$ cat src/hw/rtl/adjue_ram.sv
// ----------------------------------------------------------------------------
// adjue_ram
// Generic synchronous RAM: one write port, two read ports, registered reads.
// ----------------------------------------------------------------------------
`default_nettype none

module adjue_ram #(
    parameter int WIDTH = 8,
    parameter int DEPTH = 16
) (
    input  wire logic                                      clk,
    input  wire logic                                      we,
    input  wire logic [(DEPTH > 1 ? $clog2(DEPTH) : 1)-1:0] waddr,
    input  wire logic [WIDTH-1:0]                          wdata,
    input  wire logic                                      re,
    input  wire logic [(DEPTH > 1 ? $clog2(DEPTH) : 1)-1:0] raddr0,
    input  wire logic [(DEPTH > 1 ? $clog2(DEPTH) : 1)-1:0] raddr1,
    output logic      [WIDTH-1:0]                          rdata0,
    output logic      [WIDTH-1:0]                          rdata1
);

    logic [WIDTH-1:0] mem [DEPTH];

    always_ff @(posedge clk)
    begin
        if (we)
        begin
            mem[waddr] <= wdata;
        end
        if (re)
        begin
            rdata0 <= mem[raddr0];
            rdata1 <= mem[raddr1];
        end
    end

endmodule

`default_nettype wire

$ cat config.mk
export PLATFORM = sky130hd
export DESIGN_NAME = adjue_ram
export DESIGN_NICKNAME = d
export VERILOG_FILES = /design/src/hw/rtl/adjue_ram.sv
export SDC_FILE = /design/constraint.sdc
export NUM_CORES = 1
export LEC_CHECK = 0
export BUFFER_PORTS_ARGS = -buffer_cell sky130_fd_sc_hd__buf_2
export CORE_MARGIN = 4
export CORE_UTILIZATION = 40
export CTS_CLUSTER_SIZE = 30
export DETAILED_ROUTE_END_ITERATION = 6
export PLACE_DENSITY_LB_ADDON = 0.1
export SYNTH_ARGS = -nofsm -noshare
export SYNTH_HDL_FRONTEND = slang
export SYNTH_SLANG_ARGS = --single-unit
$ cat constraint.sdc
create_clock -name clk -period 2.1 [get_ports clk]
set_input_delay 0.42 -clock clk [delete_from_list [all_inputs] [get_ports clk]]
set_output_delay 0.42 -clock clk [all_outputs]
set_load 0.05 [all_outputs]
After elaboration in Yosys (flattened, before gate mapping)
Memory sizes are Yosys's and may differ from the RTL's. A register that Yosys moved wholly into a read port is not among the register bits. Cells that the tools add are included.

Mux-type cells: 2.

Operators with widths (count): 1-bit two-way mux (2).

Register bits: 0. Logic and storage cells: 3. Output and inout bits: 16. Memories kept: 1. RAM bits: 128.

Memories: mem (depth 16, bits a word 8, read ports 2, clocked after Yosys merged registers in 2, write ports 1, RTL line 22) `logic [WIDTH-1:0] mem [DEPTH];`.

Logic depth before layout (Yosys ltp)
Depth in word-level cells: 2. Mapped depth: 5.

Least setup slack after synthesis
OpenSTA, ideal clock, no wires.

Path kind: input to register. Start point: input waddr[2] in the netlist's numbering. End point: memory mem[0][0] (enable). Setup slack: 0.187 ns. Stages on the path: 2. Library setup time: 0.383 ns. Arrival: 1.530 ns. Path buffers: 0. Cells stage by stage: or3b_2 nor3_1.

RTL lines: from (decl) (RTL line 13) `input wire logic [(DEPTH > 1 ? $clog2(DEPTH) : 1)-1:0] waddr,`; to (decl) (RTL line 22).

No word-level cell before the write port.

==> out/qor.csv <==
stage,metric,value,unit
pwr,Peak VDD IR,0.594,mV
critical_path,CP Launch Type,register,
min_path,hold crit path type,input pin to register,
clocking,hold_buf cts,0,
synthesis,Post-Synthesis Cell Area,6510,um2
critical_path,critical path peak fanout,2,
cells_and_area,Non-Filler Instances,602,
timing,final hold violations,0,
synthesis,Synth Area in XOR/XNOR,0,%
global_route,initial antenna violation count,0,
critical_path,WP data arrival,1.76,ns
min_path,hold path startpoint,wdata[6],
synthesis,top-area cell type share of the netlist area,66.5,%
drt,post-detailed-route count of antenna-violating nets,0,
placement,GPL Wtd Cong,0.758,
pwr,Leak Pwr,0.00263,uW
drt,initial DRC count,290,
synthesis,register bit count reported by yosys,144,
cells_and_area,ant diodes,0,
synthesis,number of cells produced by synthesis,307,
floorplanning,io pins,39,
critical_path,CP Class,register to register,
drt,vias,3446,
synthesis,Synth Net Count,330,
critical_path,Setup crit end kind,register,
synthesis,largest area contributor in the netlist,edfxtp_1,
timing,Total Neg Setup Slack,0,ns
flow_run,total of max-cap violations,0,
clocking,CTS Buffer Depth,2,
drt,routed wire length,15.6,mm
synthesis,sequential area share after synthesis,66.5,%
status,outcome,"complete, no violations",
timing,crit share post-route,76.1,%
floorplanning,initial core utilization,41.0,%
clocking,CTS root buffer,clkbuf_16,
drt,Vias/cell,5.72,
timing,Layout Skew,0.00516,ns
floorplanning,Horiz. Die Dim,136,um
global_route,first-pass GRT wire length,23.3,mm
timing,Least-Margin Pin Slew,1.02,ns
clocking,Clock Sinks,144,
clocking,Clock transition at path regs,0.06,ns
clocking,CTS resizes,0,
drt,DR pass1 iterations,5,
synthesis,mux share of post-synthesis cell area,23.8,%
timing,Rel. slew slack,31.6,%
critical_path,Worst Path Required,2.26,ns
floorplanning,die height,136,um
clocking,Post-CTS Setup Bufs,0,
synthesis,post-synthesis compound-gate area fraction,3.69,%
synthesis,Adder-Cell Fraction of Synth Area,0,%
drt,drt drc,0,
timing,"Min Clock Period, post-route",1.60,ns
floorplanning,Die ar.,18400,um2
pwr,Pwr Density,889,nW/um2
clocking,H-tree Lvls,4,
global_route,Tot GR Track Use,18.3,%
placement,HPWL Detailed,10.1,mm
timing,FMAX,626,MHz
critical_path,Crit Reg-Reg Startpoint,mem[3][7]$_DFFE_PP_,
synthesis,post-synthesis area per instance,21.2,um2
clocking,clk_lat worst skew,0.41,ns
synthesis,simple-gate share of the synthesized area,3.35,%
global_route,GR Overflow Total,0,
timing,fin. max-slew vios,0,
clocking,TritonCTS clock tree,done,
floorplanning,Core Area,15900,um2
synthesis,Synth area leaders,"edfxtp_1 66%, mux4_2 12%, mux4_1 11%, a22oi_1 3.7%, buf_6 1.0%",
synthesis,"Distinct cells, synth",19,
global_route,largest net degree at the start of global routing,33,
floorplanning,Row Count,46,
cells_and_area,fillcell total,1360,
clocking,TritonCTS buffer count,17,
drt,drt wl/cell,25.9,um
synthesis,main combinational cell family by area after synthesis,multiplexers,
synthesis,Synth Warn #,0,
placement,I/O Buffers,38,
cells_and_area,share of cells above drive strength 1,34.5,%
cells_and_area,Layout area overhead,17.5,%
placement,dpl cells,571,
global_route,vias in the first global route,3645,
cells_and_area,Final nets,397,
timing,RSZ-0062 raised after global routing,false,
timing,Setup-failing EPs final,0,
critical_path,Critical Path Start,mem[3][7]$_DFFE_PP_,
==> flip-flops by register name (all words and copies together) (netlist names) <==
name,flops
mem,128
rdata0,8
rdata1,8
==> metrics by stage <==
step,setup WS [ns],power [uW],util [%],hold slack (ns),instance area (um2)
3_5_place_dp,0.0950,3920,44.5,0.764,7070
2_1_floorplan,0.187,3720,-,0.519,6510
6_report,0.503,6790,48.1,0.381,7640
4_1_cts,0.498,6850,48.1,0.361,7640
3_3_place_gp,0.0916,3920,44.5,0.768,7070
5_1_grt,0.434,7030,48.1,0.369,7640
==> critical path, cell delays in order, from the launching register on <==
cell      delay, ns
edfxtp_1       0.41
mux4_4         0.61
a22oi_1        0.24
nand2_1        0.09
==> cells by family after synthesis <==
logic type	Yosys count
and+or+nand+nor	47
buffers and inverters	20
muxes	64
DFF	144
AOI/OAI and AO/OA	32
==> power breakdown <==
group / internal (uW) / leakage (uW) / switching (uW)
Sequential: 3250 / 0.00132 / 26.5
Clock: 1830 / 0.000277 / 1110
Combinational: 225 / 0.00104 / 346
Total: 5310 / 0.00263 / 1480
==> routing by layer <==
| layer | vias to the layer above | global-route usage [%] | routed length [um] |
|---|---|---|---|
| li1 | 1491 | - | - |
| met2 | 108 | 29.3 | 7630 |
| met3 | 12 | 4.35 | 727 |
| met1 | 1835 | 25.4 | 7050 |
| met4 | 0 | 4.76 | 193 |
| met5 | - | 0 | 0 |
==> layout make-up <==
type | count | area (um2) | area share, %
Tap cell | 216 | 270 | 3.54
Timing Repair Buffer | 68 | 465 | 6.09
Clock inverter | 14 | 149 | 1.95
Clock buffer | 17 | 425 | 5.57
Multi-Input combinational cell | 143 | 2010 | 26.3
Sequential cell | 144 | 4320 | 56.6
==> final timing paths <==
kind | endpoint | slack [ns] | cells past startpoint
worst max register to register | rdata1[7]$_DFFE_PP_ | 0.50 | 3
worst max-delay path | rdata1[7]$_DFFE_PP_ | 0.50 | 3
worst min register to register | rdata0[0]$_DFFE_PP_ | 0.78 | 3
worst min-delay path | mem[9][6]$_DFFE_PP_ | 0.38 | 1
==> cells in the mapped netlist <==
cell and n:
and2_1 2, edfxtp_1 144, nor2_1 14, mux4_1 28, a22oi_1 32, or3b_2 1, buf_6 6, nor3_1 4
buf_4 2, buf_2 6, nand3b_1 2, nand2_1 17, clkdlybuf4s25_2 6, mux4_4 2, nand3_1 1, nand2b_1 2
and2b_1 2, nor2b_1 2, mux4_2 34
==> cell usage in the layout, fill, tap and decap left out, drive strengths merged <==
| cell type | count |
|---|---|
| a22oi | 32 |
| and2 | 2 |
| and2b | 2 |
| buf | 68 |
| bufinv | 3 |
| clkbuf | 17 |
| clkinv | 8 |
| clkinvlp | 3 |
| edfxtp | 144 |
| mux4 | 64 |
| nand2 | 17 |
| nand2b | 2 |
| nand3 | 1 |
| nand3b | 2 |
| nor2 | 14 |
| nor2b | 2 |
| nor3 | 4 |
| or3b | 1 |
No activity file was read; power rests on OpenSTA's default activity.
