<file path="config.mk">
export PLATFORM = sky130hd
export DESIGN_NAME = adjue_row_update
export DESIGN_NICKNAME = d
export VERILOG_FILES = /design/src/hw/rtl/adjue_pkg.sv /design/src/hw/rtl/adjue_row_update.sv
export SDC_FILE = /design/constraint.sdc
export NUM_CORES = 1
export LEC_CHECK = 0
export ABC_AREA = 1
export CAP_MARGIN = 20
export CELL_PAD_IN_SITES_DETAIL_PLACEMENT = 0
export CELL_PAD_IN_SITES_GLOBAL_PLACEMENT = 1
export CORE_AREA = 2 2 148 150
export DETAILED_ROUTE_END_ITERATION = 10
export DIE_AREA = 0 0 150 152
export DONT_BUFFER_PORTS = 1
export PLACE_DENSITY = 0.7
export SLEW_MARGIN = 25
export SYNTH_ARGS = -nofsm -noshare
export SYNTH_HDL_FRONTEND = slang
export SYNTH_SLANG_ARGS = --single-unit
</file>
<file path="constraint.sdc">
create_clock -name vclk -period 3.7
set_input_delay 0.74 -clock vclk [all_inputs]
set_output_delay 0.74 -clock vclk [all_outputs]
set_load 0.005 [all_outputs]
</file>
<file path="src/hw/rtl/adjue_pkg.sv">
// ----------------------------------------------------------------------------
// adjue_pkg
// Shared types and constants for the deduplicating adjacency table.
// ----------------------------------------------------------------------------
`default_nettype none

package adjue_pkg;

    localparam int NODE_W      = 10;
    localparam int SLOT_W      = 3;
    localparam int DEG_OUT_W   = 4;
    localparam int IN_TDATA_W  = 24;
    localparam int OUT_TDATA_W = 24;

    typedef enum logic
    {
        FUNC_INSERT = 1'b0,
        FUNC_READ   = 1'b1
    } func_t;

    typedef enum logic [1:0]
    {
        ERR_OK    = 2'd0,
        ERR_RANGE = 2'd1,
        ERR_FULL  = 2'd2
    } err_t;

    typedef enum logic [3:0]
    {
        ST_CLEAR = 4'b0001,
        ST_IDLE  = 4'b0010,
        ST_CALC  = 4'b0100,
        ST_WRB   = 4'b1000
    } state_t;

    // outcome of one row update, handed from the compare logic to the sequencer
    typedef struct packed
    {
        logic                  wr_a;
        logic                  wr_b;
        logic                  added_forward;
        logic                  added_reverse;
        logic [DEG_OUT_W-1:0]  degree_a;
        logic [DEG_OUT_W-1:0]  degree_b;
        logic [NODE_W-1:0]     read_value;
        logic                  read_valid;
        err_t                  error;
    } upd_t;

endpackage

`default_nettype wire

</file>
<file path="src/hw/rtl/adjue_row_update.sv">
// ----------------------------------------------------------------------------
// adjue_row_update
// Compares both endpoint rows in parallel, builds the appended rows and the
// result fields for one item.
// ----------------------------------------------------------------------------
`default_nettype none

module adjue_row_update #(
    parameter int NODES          = 1024,
    parameter int MAX_NEIGHBOURS = 8
) (
    input  wire adjue_pkg::func_t                                   func,
    input  wire logic [adjue_pkg::NODE_W-1:0]                       node_a,
    input  wire logic [adjue_pkg::NODE_W-1:0]                       node_b,
    input  wire logic [adjue_pkg::SLOT_W-1:0]                       slot,
    input  wire logic [MAX_NEIGHBOURS*adjue_pkg::NODE_W
                       + $clog2(MAX_NEIGHBOURS+1)-1:0]              row_a,
    input  wire logic [MAX_NEIGHBOURS*adjue_pkg::NODE_W
                       + $clog2(MAX_NEIGHBOURS+1)-1:0]              row_b,
    output logic      [MAX_NEIGHBOURS*adjue_pkg::NODE_W
                       + $clog2(MAX_NEIGHBOURS+1)-1:0]              row_a_new,
    output logic      [MAX_NEIGHBOURS*adjue_pkg::NODE_W
                       + $clog2(MAX_NEIGHBOURS+1)-1:0]              row_b_new,
    output adjue_pkg::upd_t                                         upd
);

    localparam int NW    = adjue_pkg::NODE_W;
    localparam int DW    = $clog2(MAX_NEIGHBOURS + 1);
    localparam int LW    = MAX_NEIGHBOURS * NW;
    localparam int ROW_W = LW + DW;
    localparam logic [16:0] NODES_L = 17'(NODES);

    logic          a_ok;
    logic          b_ok;
    logic          self_loop;
    logic [DW-1:0] deg_a;
    logic [DW-1:0] deg_b;
    logic [DW-1:0] deg_a_new;
    logic [DW-1:0] deg_b_new;
    logic          has_f;
    logic          has_r;
    logic          need_f;
    logic          need_r;
    logic          full;
    logic          do_f;
    logic          do_r;
    logic [NW-1:0] rval;
    logic          rvalid;

    assign a_ok      = {7'b0, node_a} < NODES_L;
    assign b_ok      = {7'b0, node_b} < NODES_L;
    assign self_loop = node_a == node_b;
    assign deg_a     = row_a[ROW_W-1 -: DW];
    assign deg_b     = row_b[ROW_W-1 -: DW];

    // membership search over the valid part of each row
    always_comb
    begin
        has_f = 1'b0;
        has_r = 1'b0;
        for (int i = 0; i < MAX_NEIGHBOURS; i++)
        begin
            if (i < 32'(deg_a) && row_a[i*NW +: NW] == node_b)
            begin
                has_f = 1'b1;
            end
            if (i < 32'(deg_b) && row_b[i*NW +: NW] == node_a)
            begin
                has_r = 1'b1;
            end
        end
    end

    assign need_f = !has_f;
    assign need_r = !self_loop && !has_r;
    assign full   = (need_f && 32'(deg_a) >= 32'(MAX_NEIGHBOURS))
                 || (need_r && 32'(deg_b) >= 32'(MAX_NEIGHBOURS));
    assign do_f   = (func == adjue_pkg::FUNC_INSERT) && a_ok && b_ok && !full && need_f;
    assign do_r   = (func == adjue_pkg::FUNC_INSERT) && a_ok && b_ok && !full && need_r;

    assign deg_a_new = deg_a + DW'(do_f);
    assign deg_b_new = self_loop ? deg_a_new : deg_b + DW'(do_r);

    // append at the slot just past the current degree
    always_comb
    begin
        row_a_new = row_a;
        row_b_new = row_b;
        for (int i = 0; i < MAX_NEIGHBOURS; i++)
        begin
            if (32'(deg_a) == i)
            begin
                row_a_new[i*NW +: NW] = node_b;
            end
            if (32'(deg_b) == i)
            begin
                row_b_new[i*NW +: NW] = node_a;
            end
        end
        row_a_new[ROW_W-1 -: DW] = deg_a_new;
        row_b_new[ROW_W-1 -: DW] = deg_b_new;
    end

    always_comb
    begin
        rval   = '0;
        rvalid = a_ok && (32'(slot) < 32'(deg_a)) && (32'(slot) < 32'(MAX_NEIGHBOURS));
        for (int i = 0; i < MAX_NEIGHBOURS; i++)
        begin
            if (rvalid && 32'(slot) == i)
            begin
                rval = row_a[i*NW +: NW];
            end
        end
    end

    always_comb
    begin
        upd               = '0;
        upd.wr_a          = do_f;
        upd.wr_b          = do_r;
        upd.added_forward = do_f;
        upd.added_reverse = do_r;
        upd.error         = adjue_pkg::ERR_OK;
        if (func == adjue_pkg::FUNC_INSERT)
        begin
            if (!a_ok || !b_ok)
            begin
                upd.error = adjue_pkg::ERR_RANGE;
            end
            else if (full)
            begin
                upd.error = adjue_pkg::ERR_FULL;
            end
            upd.degree_a = a_ok ? adjue_pkg::DEG_OUT_W'(deg_a_new) : '0;
            upd.degree_b = b_ok ? adjue_pkg::DEG_OUT_W'(deg_b_new) : '0;
        end
        else
        begin
            if (!a_ok)
            begin
                upd.error = adjue_pkg::ERR_RANGE;
            end
            upd.degree_a   = a_ok ? adjue_pkg::DEG_OUT_W'(deg_a) : '0;
            upd.read_value = rval;
            upd.read_valid = rvalid;
        end
    end

endmodule

`default_nettype wire

</file>
# --- After elaboration in Yosys (flattened, before gate mapping) ---
# Cells that the tools add are included.
totals:
  reg_bits: 0
  input_bits: 192
  out_inout_bits: 193
  wordCells: 144
op_classes:
  addsub: 2
  order_cmp: 19
  eq_ne: 38
  muxes: 46
  bitwise: 1
  n_reduce_logical: 38
op_table:
  columns: ["operator", "count"]
  rows:
  - ["$mux 10", 24]
  - ["$eq 10x10->1", 17]
  - ["$eq 4x3->1 const B", 8]
  - ["$lt 3x4->1 const A", 8]
  - ["$logic_and 1x1->1", 30]
  - ["$eq 4x2->1 const B", 4]
  - ["$lt 1x4->1 const A", 4]
  - ["$lt 2x4->1 const A", 4]
  - ["$mux 1", 16]
  - ["$eq 3x3->1 const B", 4]
  - ["$mux 4", 3]
  - ["$mux 11", 1]
  - ["$add 4x1->4", 2]
  - ["$eq 4x1->1 const B", 2]
  - ["$ge 4x4->1 const B", 2]
  - ["$logic_not 4->1", 2]
  - ["$eq 3x2->1 const B", 2]
  - ["$logic_not 1->1", 4]
  - ["$lt 3x4->1", 1]
  - ["$mux 2", 2]
  - ["$eq 3x1->1 const B", 1]
  - ["$logic_not 3->1", 1]
  - ["$logic_or 1x1->1", 1]
  - ["$not 1->1", 1]

# --- Depth between registers and ports, before layout ---
# Gate-level depths: netlist of the first run.
depth:
  ltp_word: 20
  ltp_mapped: 22

# --- Least setup slack after synthesis of the first run ---
# Ideal clock, no wire load.
synth_timing:
  path_type: "input port to output port"
  from: "input port node_a[3] (netlist bit)"
  to: "output port upd[15] (netlist bit)"
  arrival_time_ns: 2.723
  required_time_ns: 2.960
  slack_ns: 0.237
  cell_stages: 20
  n_path_buf: 2
  cell_sequence: "buf_4 > inv_2 > buf_6 > nand2_1 > nand2_1 > nor2_1 > nand2_1 > nor2_1 > nand2_1 > nand3_1 > nand2_1 > nand4_1 > nand3_1 > nor2_1 > ha_1 > ha_1 > xor2_1 > o21a_1 > inv_1 > nor2_1"
synth_lines:
  columns: ["element", "line_no", "rtl"]
  rows:
  - ["start: declaration", "adjue_row_update.sv:13", "input wire logic [adjue_pkg::NODE_W-1:0] node_a,"]
  - ["end: declaration", "adjue_row_update.sv:24", "output adjue_pkg::upd_t upd"]

==> impl_metrics.ini, run 1 <==
[sta]
worst-slew-pin-transition_ns = 0.740
max_freq_ghz = 0.275
fin_ws_ns = 0.0665
finalCritPeriodShare_pct = 98.2
max_slew_margin_pct = 50.5
rsz0062_at_grt = yes
maxSlewViolCount = 0
period_minus_slack_ns = 3.63
finalHoldViolations = 0
tns_ns = 0
setup_violations = 0

[drt]
drtAntennaViolNets = 0
dr.pass1.iters = 5
wire_per_inst_um = 21.5
vias = 7903
via_per_inst = 5.17
routed_wl_um = 32800
drt-initial-drc-count = 585
drc_errors = 0

[power_and_ir_drop]
p_leak_nw = 3.52
peakVddDrop_mv = 0.0437
p_total_uw = 684
power_density_mw_per_mm2 = 105

[synthesis]
synth_area_mm2 = 0.00587
synthCells = 1257
syn_nets = 1455
synth_top_cell_by_area = nand2_1
ys_top_cells_by_area = nand2_1 32%, o21ai_0 15%, xnor2_1 10%
synth_seq_area_share_pct = 0
ys_warn_count = 0
avgSynthCellArea_um2 = 4.67
synth_top_area_share_pct = 32.4
ys_types = 32

[critical_path]
worst_ep_required_time_ns = 2.96
arrival_ns = 2.89
start_kind = input pin
criticalPathCategory = in2out
critPathMaxFanout = 10
endpoint_kind = output pin

[layout]
most-common-layout-cells = 499 x nand2_1, 173 x o21ai_0, 139 x inv_1
fin_area_mm2 = 0.00654
n_sequential_cell = 0
clkbuf_count = 0
final_layout_size_suffix_gt1_share_pct = 11.1
seqCellArea_um2 = 0
layout.nets = 1447
final_common_cell = nand2_1
syn_to_final_growth_pct = 11.3

[global_route]
grt_max_degree = 23
grt_pass1_vias = 7328
grt_pass1_wl_um = 46500
overflow = 0
antenna_found_initial = 1
grt_usage_pct = 26.8

[floorplanning]
chipHeight_um = 152
die-area_mm2 = 0.0228
core_area_mm2 = 0.0214
start_util_pct = 27.5
io_pins = 385
die_x_um = 150
rows = 54

[run_status]
status = finished clean

[place]
place_hpwl_um = 26700
place_ws_ns = -0.123
place_congestion = 0.944
port_buffers = 0
post_dp_cell_area_mm2 = 0.00628

[clocking]
hold_buffers = 0

[flow_run]
maxCapViolCount = 0

[hold_path]
hold_path_class = in2out
## synth_stat cells (7+ instances only)
library cell,count
nand3_1,45
xnor2_1,70
buf_2,21
o211ai_1,8
nand2_1,507
o21ai_0,176
xor2_1,11
a21oi_1,9
clkbuf_1,32
nor2_1,100
or2_2,7
o21ai_1,11
buf_6,7
inv_1,147
nand4_1,44
inv_2,12
buf_4,23
## routing by layer
| metal | part of all wire [%] | vias up | global-route usage, % |
|---|---|---|---|
| met5 | 0 | - | 0 |
| met4 | 2.5 | 0 | 5.84 |
| met3 | 10 | 51 | 6.73 |
| met2 | 47 | 446 | 46.0 |
| met1 | 40 | 3528 | 33.6 |
| li1 | - | 3878 | - |
## worst paths after layout
path | start | to | cells past startpoint
worst max-delay path | node_b[9] | row_b_new[82] | 16
worst min-delay path | func | upd[15] | 1
## where the power goes
| part | internal [mW] | switching (mW) | total, mW |
|---|---|---|---|
| logic | 0.276 | 0.409 | 0.684 |
| clock network | 0.0000000370 | 0 | 0.0000000370 |
| registers | 0 | 0 | 0 |
## final cells by class
type,count,area [um2]
multi-input combinational,1013,4940
tap,280,350
fill,2546,14800
inverter,160,636
antenna,1,2.50
timing repair buffer,74,613
## critical path, stage by stage
cell and delay (ns):
inv_2 0.17, buf_4 0.19, nand2_1 0.05, nand4_1 0.06, nor2_1 0.05, nand3_1 0.11, nand2_1 0.07, nor2_2 0.14
nand4_1 0.19, nand3_2 0.18, nor2_4 0.07, ha_4 0.17, ha_4 0.16, xor2_2 0.18, o21a_1 0.21, buf_4 0.14
## stage by stage
step           hold WS, ns  utilization [%]  std cells
4_1_cts               1.51             29.7       1522
3_5_place_dp          1.51             29.4       1518
6_report              1.50             30.6       1528
5_1_grt               1.50             30.6       1527
3_3_place_gp          1.52             29.4       1518
2_1_floorplan         1.56                -       1257
## kinds of logic (layout without fill, tap and decap cells)
group                      Yosys count  count (layout)  share of synthesized area (%)
AOI/OAI and AO/OA                  208             208                           18.2
xor gates and xnor gates            81              81                           12.1
adders and majority gates            6               6                           1.28
buffers and inverters              244             234                           18.4
other                                1               2                         0.0638
and+or+nand+nor                    717             717                           49.9
## what timing repair did
action,in CTS,in global routing
buffers inserted,4,5
setup endpoints to repair,5,10
pin swaps,2,25
gates resized for setup,6,47
(Power assumes the default switching activity.)
==> run 2: changes to the inputs <==
==> constraint.sdc (replaced) <==
create_clock -name vclk -period 3.7
set_input_delay 0.185 -clock vclk [all_inputs]
set_output_delay 0.185 -clock vclk [all_outputs]
set_load 0.005 [all_outputs]
==> impl_metrics.ini, run 2 (synthesis gave the netlist of run 1 again) <==
[run_status]
status = finished clean

[global_route]
grt_usage_pct = 26.1
grt_pass1_wl_um = 45200
grt_pass1_vias = 6923
antenna_found_initial = 0
grt_max_degree = 24
overflow = 0

[critical_path]
criticalPathCategory = in2out
cp_num_cells = 16
cpMostUsedCell = nand2_1
crit_chain = inv_1 > nand2_1 > nand2_1 > nand2_1 > nor2_1 > nand3_1 > nand2_1 > nand2_1 > nand4_1 > nand3_1 > nor2_1 > ha_1 > nand2_1 > xor2_1 > nand3_1 > a21oi_1
start_kind = input pin
cpLargestDelayFamily = simple AND/OR/NAND/NOR gates
worst_ep_required_time_ns = 3.51
cp_slowest_stage_delay_ns = 0.42
endpoint_kind = output pin
cp_slowest_cell = inv_1
critPathMaxFanout = 11
path_buf_inv = 1
arrival_ns = 2.88

[clocking]
cts_resized = 0
hold_buffers = 0
post_cts_buffers = 0

[layout]
final_layout_size_suffix_gt1_share_pct = 3.22
seqCellArea_um2 = 0
layout.nets = 1381
syn_to_final_growth_pct = -1.19
most-common-layout-cells = 507 x nand2_1, 176 x o21ai_0, 147 x inv_1
stdcell_count = 1461
final_core_util_pct = 27.2
fillCellCount = 2621
clkbuf_count = 0
final_common_cell = nand2_1
n_sequential_cell = 0
antenna_cells = 0

[drt]
drtAntennaViolNets = 0
via_per_inst = 5.19
vias = 7586
routed_wl_um = 32000
drt-initial-drc-count = 749
drc_errors = 0
dr.pass1.iters = 5
wire_per_inst_um = 21.9

[sta]
maxSlewViolCount = 0
max_slew_margin_pct = 42.5
max_freq_ghz = 0.326
finalCritPeriodShare_pct = 82.8
tns_ns = 0
whs_ns = 0.409
worst-slew-pin-transition_ns = 0.861
finalHoldViolations = 0
rsz0062_at_grt = no
period_minus_slack_ns = 3.06
fin_ws_ns = 0.635
setup_violations = 0

[floorplanning]
core_area_mm2 = 0.0214
chipHeight_um = 152
rows = 54
die-area_mm2 = 0.0228
io_pins = 385
start_util_pct = 27.5
die_x_um = 150

[hold_path]
min_path_cells = 1
hold_path_class = in2out

[power_and_ir_drop]
peakVddDrop_mv = 0.0284
p_leak_nw = 3.21
power_density_mw_per_mm2 = 105

[place]
place_congestion = 0.906
place_ws_ns = 0.676
place_hpwl_um = 25300
dp_cells = 1461
port_buffers = 0

[flow_run]
maxCapViolCount = 0
-- run 2: final cells by class --
class                      count  area [um2]  area share (%)
tap                          280         350            6.04
multi-input combinational   1013        4790            82.5
inverter                     160         603            10.4
timing repair buffer           8        60.1            1.03
-- run 2: final timing paths --
check      start  slack [ns]  endpoint
max    node_b[0]        0.64   upd[16]
min         func        0.41   upd[13]
-- run 2: through the flow --
stage	cell area, um2	power [mW]
final	5800	0.610
after global routing	5800	0.683
after CTS	5800	0.605
after detailed placement	5800	0.602
after global placement	5800	0.603
after floorplan	5870	0.522
-- run 2: layer usage --
layer  track usage, %  part of all wire [%]  vias to the layer above
met4             4.99                   2.1                        0
li1                 -                     -                     3743
met1             33.8                    41                     3351
met2             44.9                    47                      445
met5                0                     0                        -
met3             5.44                    11                       47
-- run 2: power breakdown --
group / switching [mW] / total [mW] / internal (mW)
Sequential: 0 / 0 / 0
Combinational: 0.392 / 0.610 / 0.218
Clock: 0 / 0 / 0
==> run 3: changes to the inputs <==
Settings changed: ABC_AREA 1 to 0, CORE_AREA 2 2 148 150 to 2 2 149 151, DIE_AREA 0 0 150 152 to 0 0 151 153, PLACE_DENSITY 0.7 to 0.58.
Clock period 3.7 ns to 3.08 ns, I/O delays scaled along.
==> impl_metrics.ini, run 3 <==
[floorplanning]
chipHeight_um = 153
die_x_um = 151
core_area_mm2 = 0.0215
start_util_pct = 24.2
die-area_mm2 = 0.0231
rows = 54
io_pins = 385

[layout]
n_sequential_cell = 0
final_layout_size_suffix_gt1_share_pct = 39.8
antenna_cells = 0
layout.nets = 755
seqCellArea_um2 = 0
final_common_cell = mux2_2
syn_to_final_growth_pct = 3.01
clkbuf_count = 0
most-common-layout-cells = 174 x mux2_2, 100 x xor2_1, 76 x xnor2_1
fin_area_mm2 = 0.00535

[critical_path]
cp_slowest_stage_delay_ns = 0.45
cpLargestDelayFamily = simple AND/OR/NAND/NOR gates
crit_chain = xor2_1 > nor4_1 > nand4_1 > o21ai_0 > nor4_1 > buf_4 > nand2_1 > nor4b_2 > ha_1 > ha_1 > mux2_2 > nor2b_1
path_buf_inv = 1
criticalPathCategory = in2out
start_kind = input pin
worst_ep_required_time_ns = 2.93
cp-startpoint = node_b[2]
arrival_ns = 2.71
cp_num_cells = 12
endpoint_kind = output pin
crit_end = upd[14]
critPathMaxFanout = 17
cp_slowest_cell = o21ai_0

[power_and_ir_drop]
p_leak_nw = 1.77
intPower_uw = 340
p_comb_share_pct = 100.0
p_switching_uw = 264
peakVddDrop_mv = 0.0341
pwr-share-seq_pct = 0
power_density_mw_per_mm2 = 113
p_clk_share_pct = 0
power_switching_share_pct = 43.7

[place]
place_hpwl_um = 20200
post_dp_cell_area_mm2 = 0.00535
place_congestion = 0.927
port_buffers = 0

[sta]
rsz0062_at_grt = no
tns_ns = 0
worst-slew-pin-transition_ns = 0.727
finalCritPeriodShare_pct = 92.8
maxSlewViolCount = 0
period_minus_slack_ns = 2.86
max_slew_margin_pct = 51.1
setup_violations = 0
max_freq_ghz = 0.350
finalHoldViolations = 0

[synthesis]
synthXorXnorAreaFrac_pct = 29.7
synth_area_mm2 = 0.00519
yosysMostFrequentCell = mux2_2
synth_top_family_by_area = multiplexers
synth_commonest_cells = 174 x mux2_2, 100 x xor2_1, 76 x xnor2_1
ys_top_cells_by_area = mux2_2 38%, xor2_1 17%, xnor2_1 13%
ys_warn_count = 0
synth_compound_area_share_pct = 6.07
avgSynthCellArea_um2 = 8.61
synth_top_cell_by_area = mux2_2
synth_seq_area_share_pct = 0
synth_fa_ha_area_share_pct = 1.45
synth_top_area_share_pct = 37.7
synth-simple-area-share_pct = 12.6
syn_nets = 801
ys_types = 43
synthCells = 603
muxShareOfSynthArea_pct = 43.0

[global_route]
overflow = 0
grt_pass1_wl_um = 34100
grt_max_degree = 28
grt_pass1_vias = 4635
antenna_found_initial = 1
grt_usage_pct = 19.8

[drt]
vias = 4806
via_per_inst = 5.76
dr.pass1.iters = 4
drtAntennaViolNets = 0
drt-initial-drc-count = 457
drc_errors = 0
wire_per_inst_um = 29.9
routed_wl_um = 25000

[clocking]
hold_buffers = 0
post_cts_buffers = 0
cts_resized = 0

[flow_run]
maxCapViolCount = 0

[run_status]
status = finished clean

[hold_path]
min_from = func
hold_path_class = in2out
-- run 3: area by class of cell --
type / instances / area [um2]
Fill cell: 2376 / 16100
Inverter: 4 / 15.0
Multi-Input combinational cell: 531 / 4830
Tap cell: 280 / 350
Timing Repair Buffer: 20 / 150
-- run 3: per-stage QoR --
stage                     power [mW]  cells  hold slack [ns]  setup slack (ns)  util (%)
final                          0.604    835            0.343             0.220      24.9
after global routing           0.648    835            0.349            0.0133      24.9
after CTS                      0.602    835            0.344             0.308      24.9
after detailed placement       0.597    835            0.344             0.312      24.9
after global placement         0.599    835            0.345             0.265      24.9
after floorplan                0.588    603            0.437             0.481         -
-- run 3: power by group through the flow --
| stage | Clock (mW) | Sequential (mW) | Combinational (mW) |
|---|---|---|---|
| floorplan | 0 | 0 | 0.588 |
| global placement | 0 | 0 | 0.599 |
| detailed placement | 0 | 0 | 0.597 |
| CTS | 0 | 0 | 0.602 |
| global route | 0 | 0 | 0.648 |
| finish | 0 | 0 | 0.604 |
-- run 3: how the worst min path moves through the flow --
| stage | end | depth (start not counted) |
|---|---|---|
| 6_report | upd[15] | 1 |
| 5_1_grt | upd[14] | 1 |
| 4_1_cts | upd[16] | 1 |
| 3_5_place_dp | upd[16] | 1 |
| 3_3_place_gp | upd[13] | 1 |
| 2_1_floorplan | row_a_new[0] | 1 |
-- run 3: routing by layer --
layer,track usage [%],up-vias,share of wire (%)
met2,29.7,313,45
met5,0,-,0.052
met1,30.3,2414,47
li1,-,2065,-
met3,4.36,12,8.3
met4,0.757,2,0.37
-- run 3: cells by family after synthesis --
| family | Yosys count |
|---|---|
| muxes | 189 |
| xor gates and xnor gates | 176 |
| and+or+nand+nor | 112 |
| buffers and inverters | 72 |
| AOI/OAI and AO/OA | 47 |
| adders and majority gates | 6 |
| other | 1 |
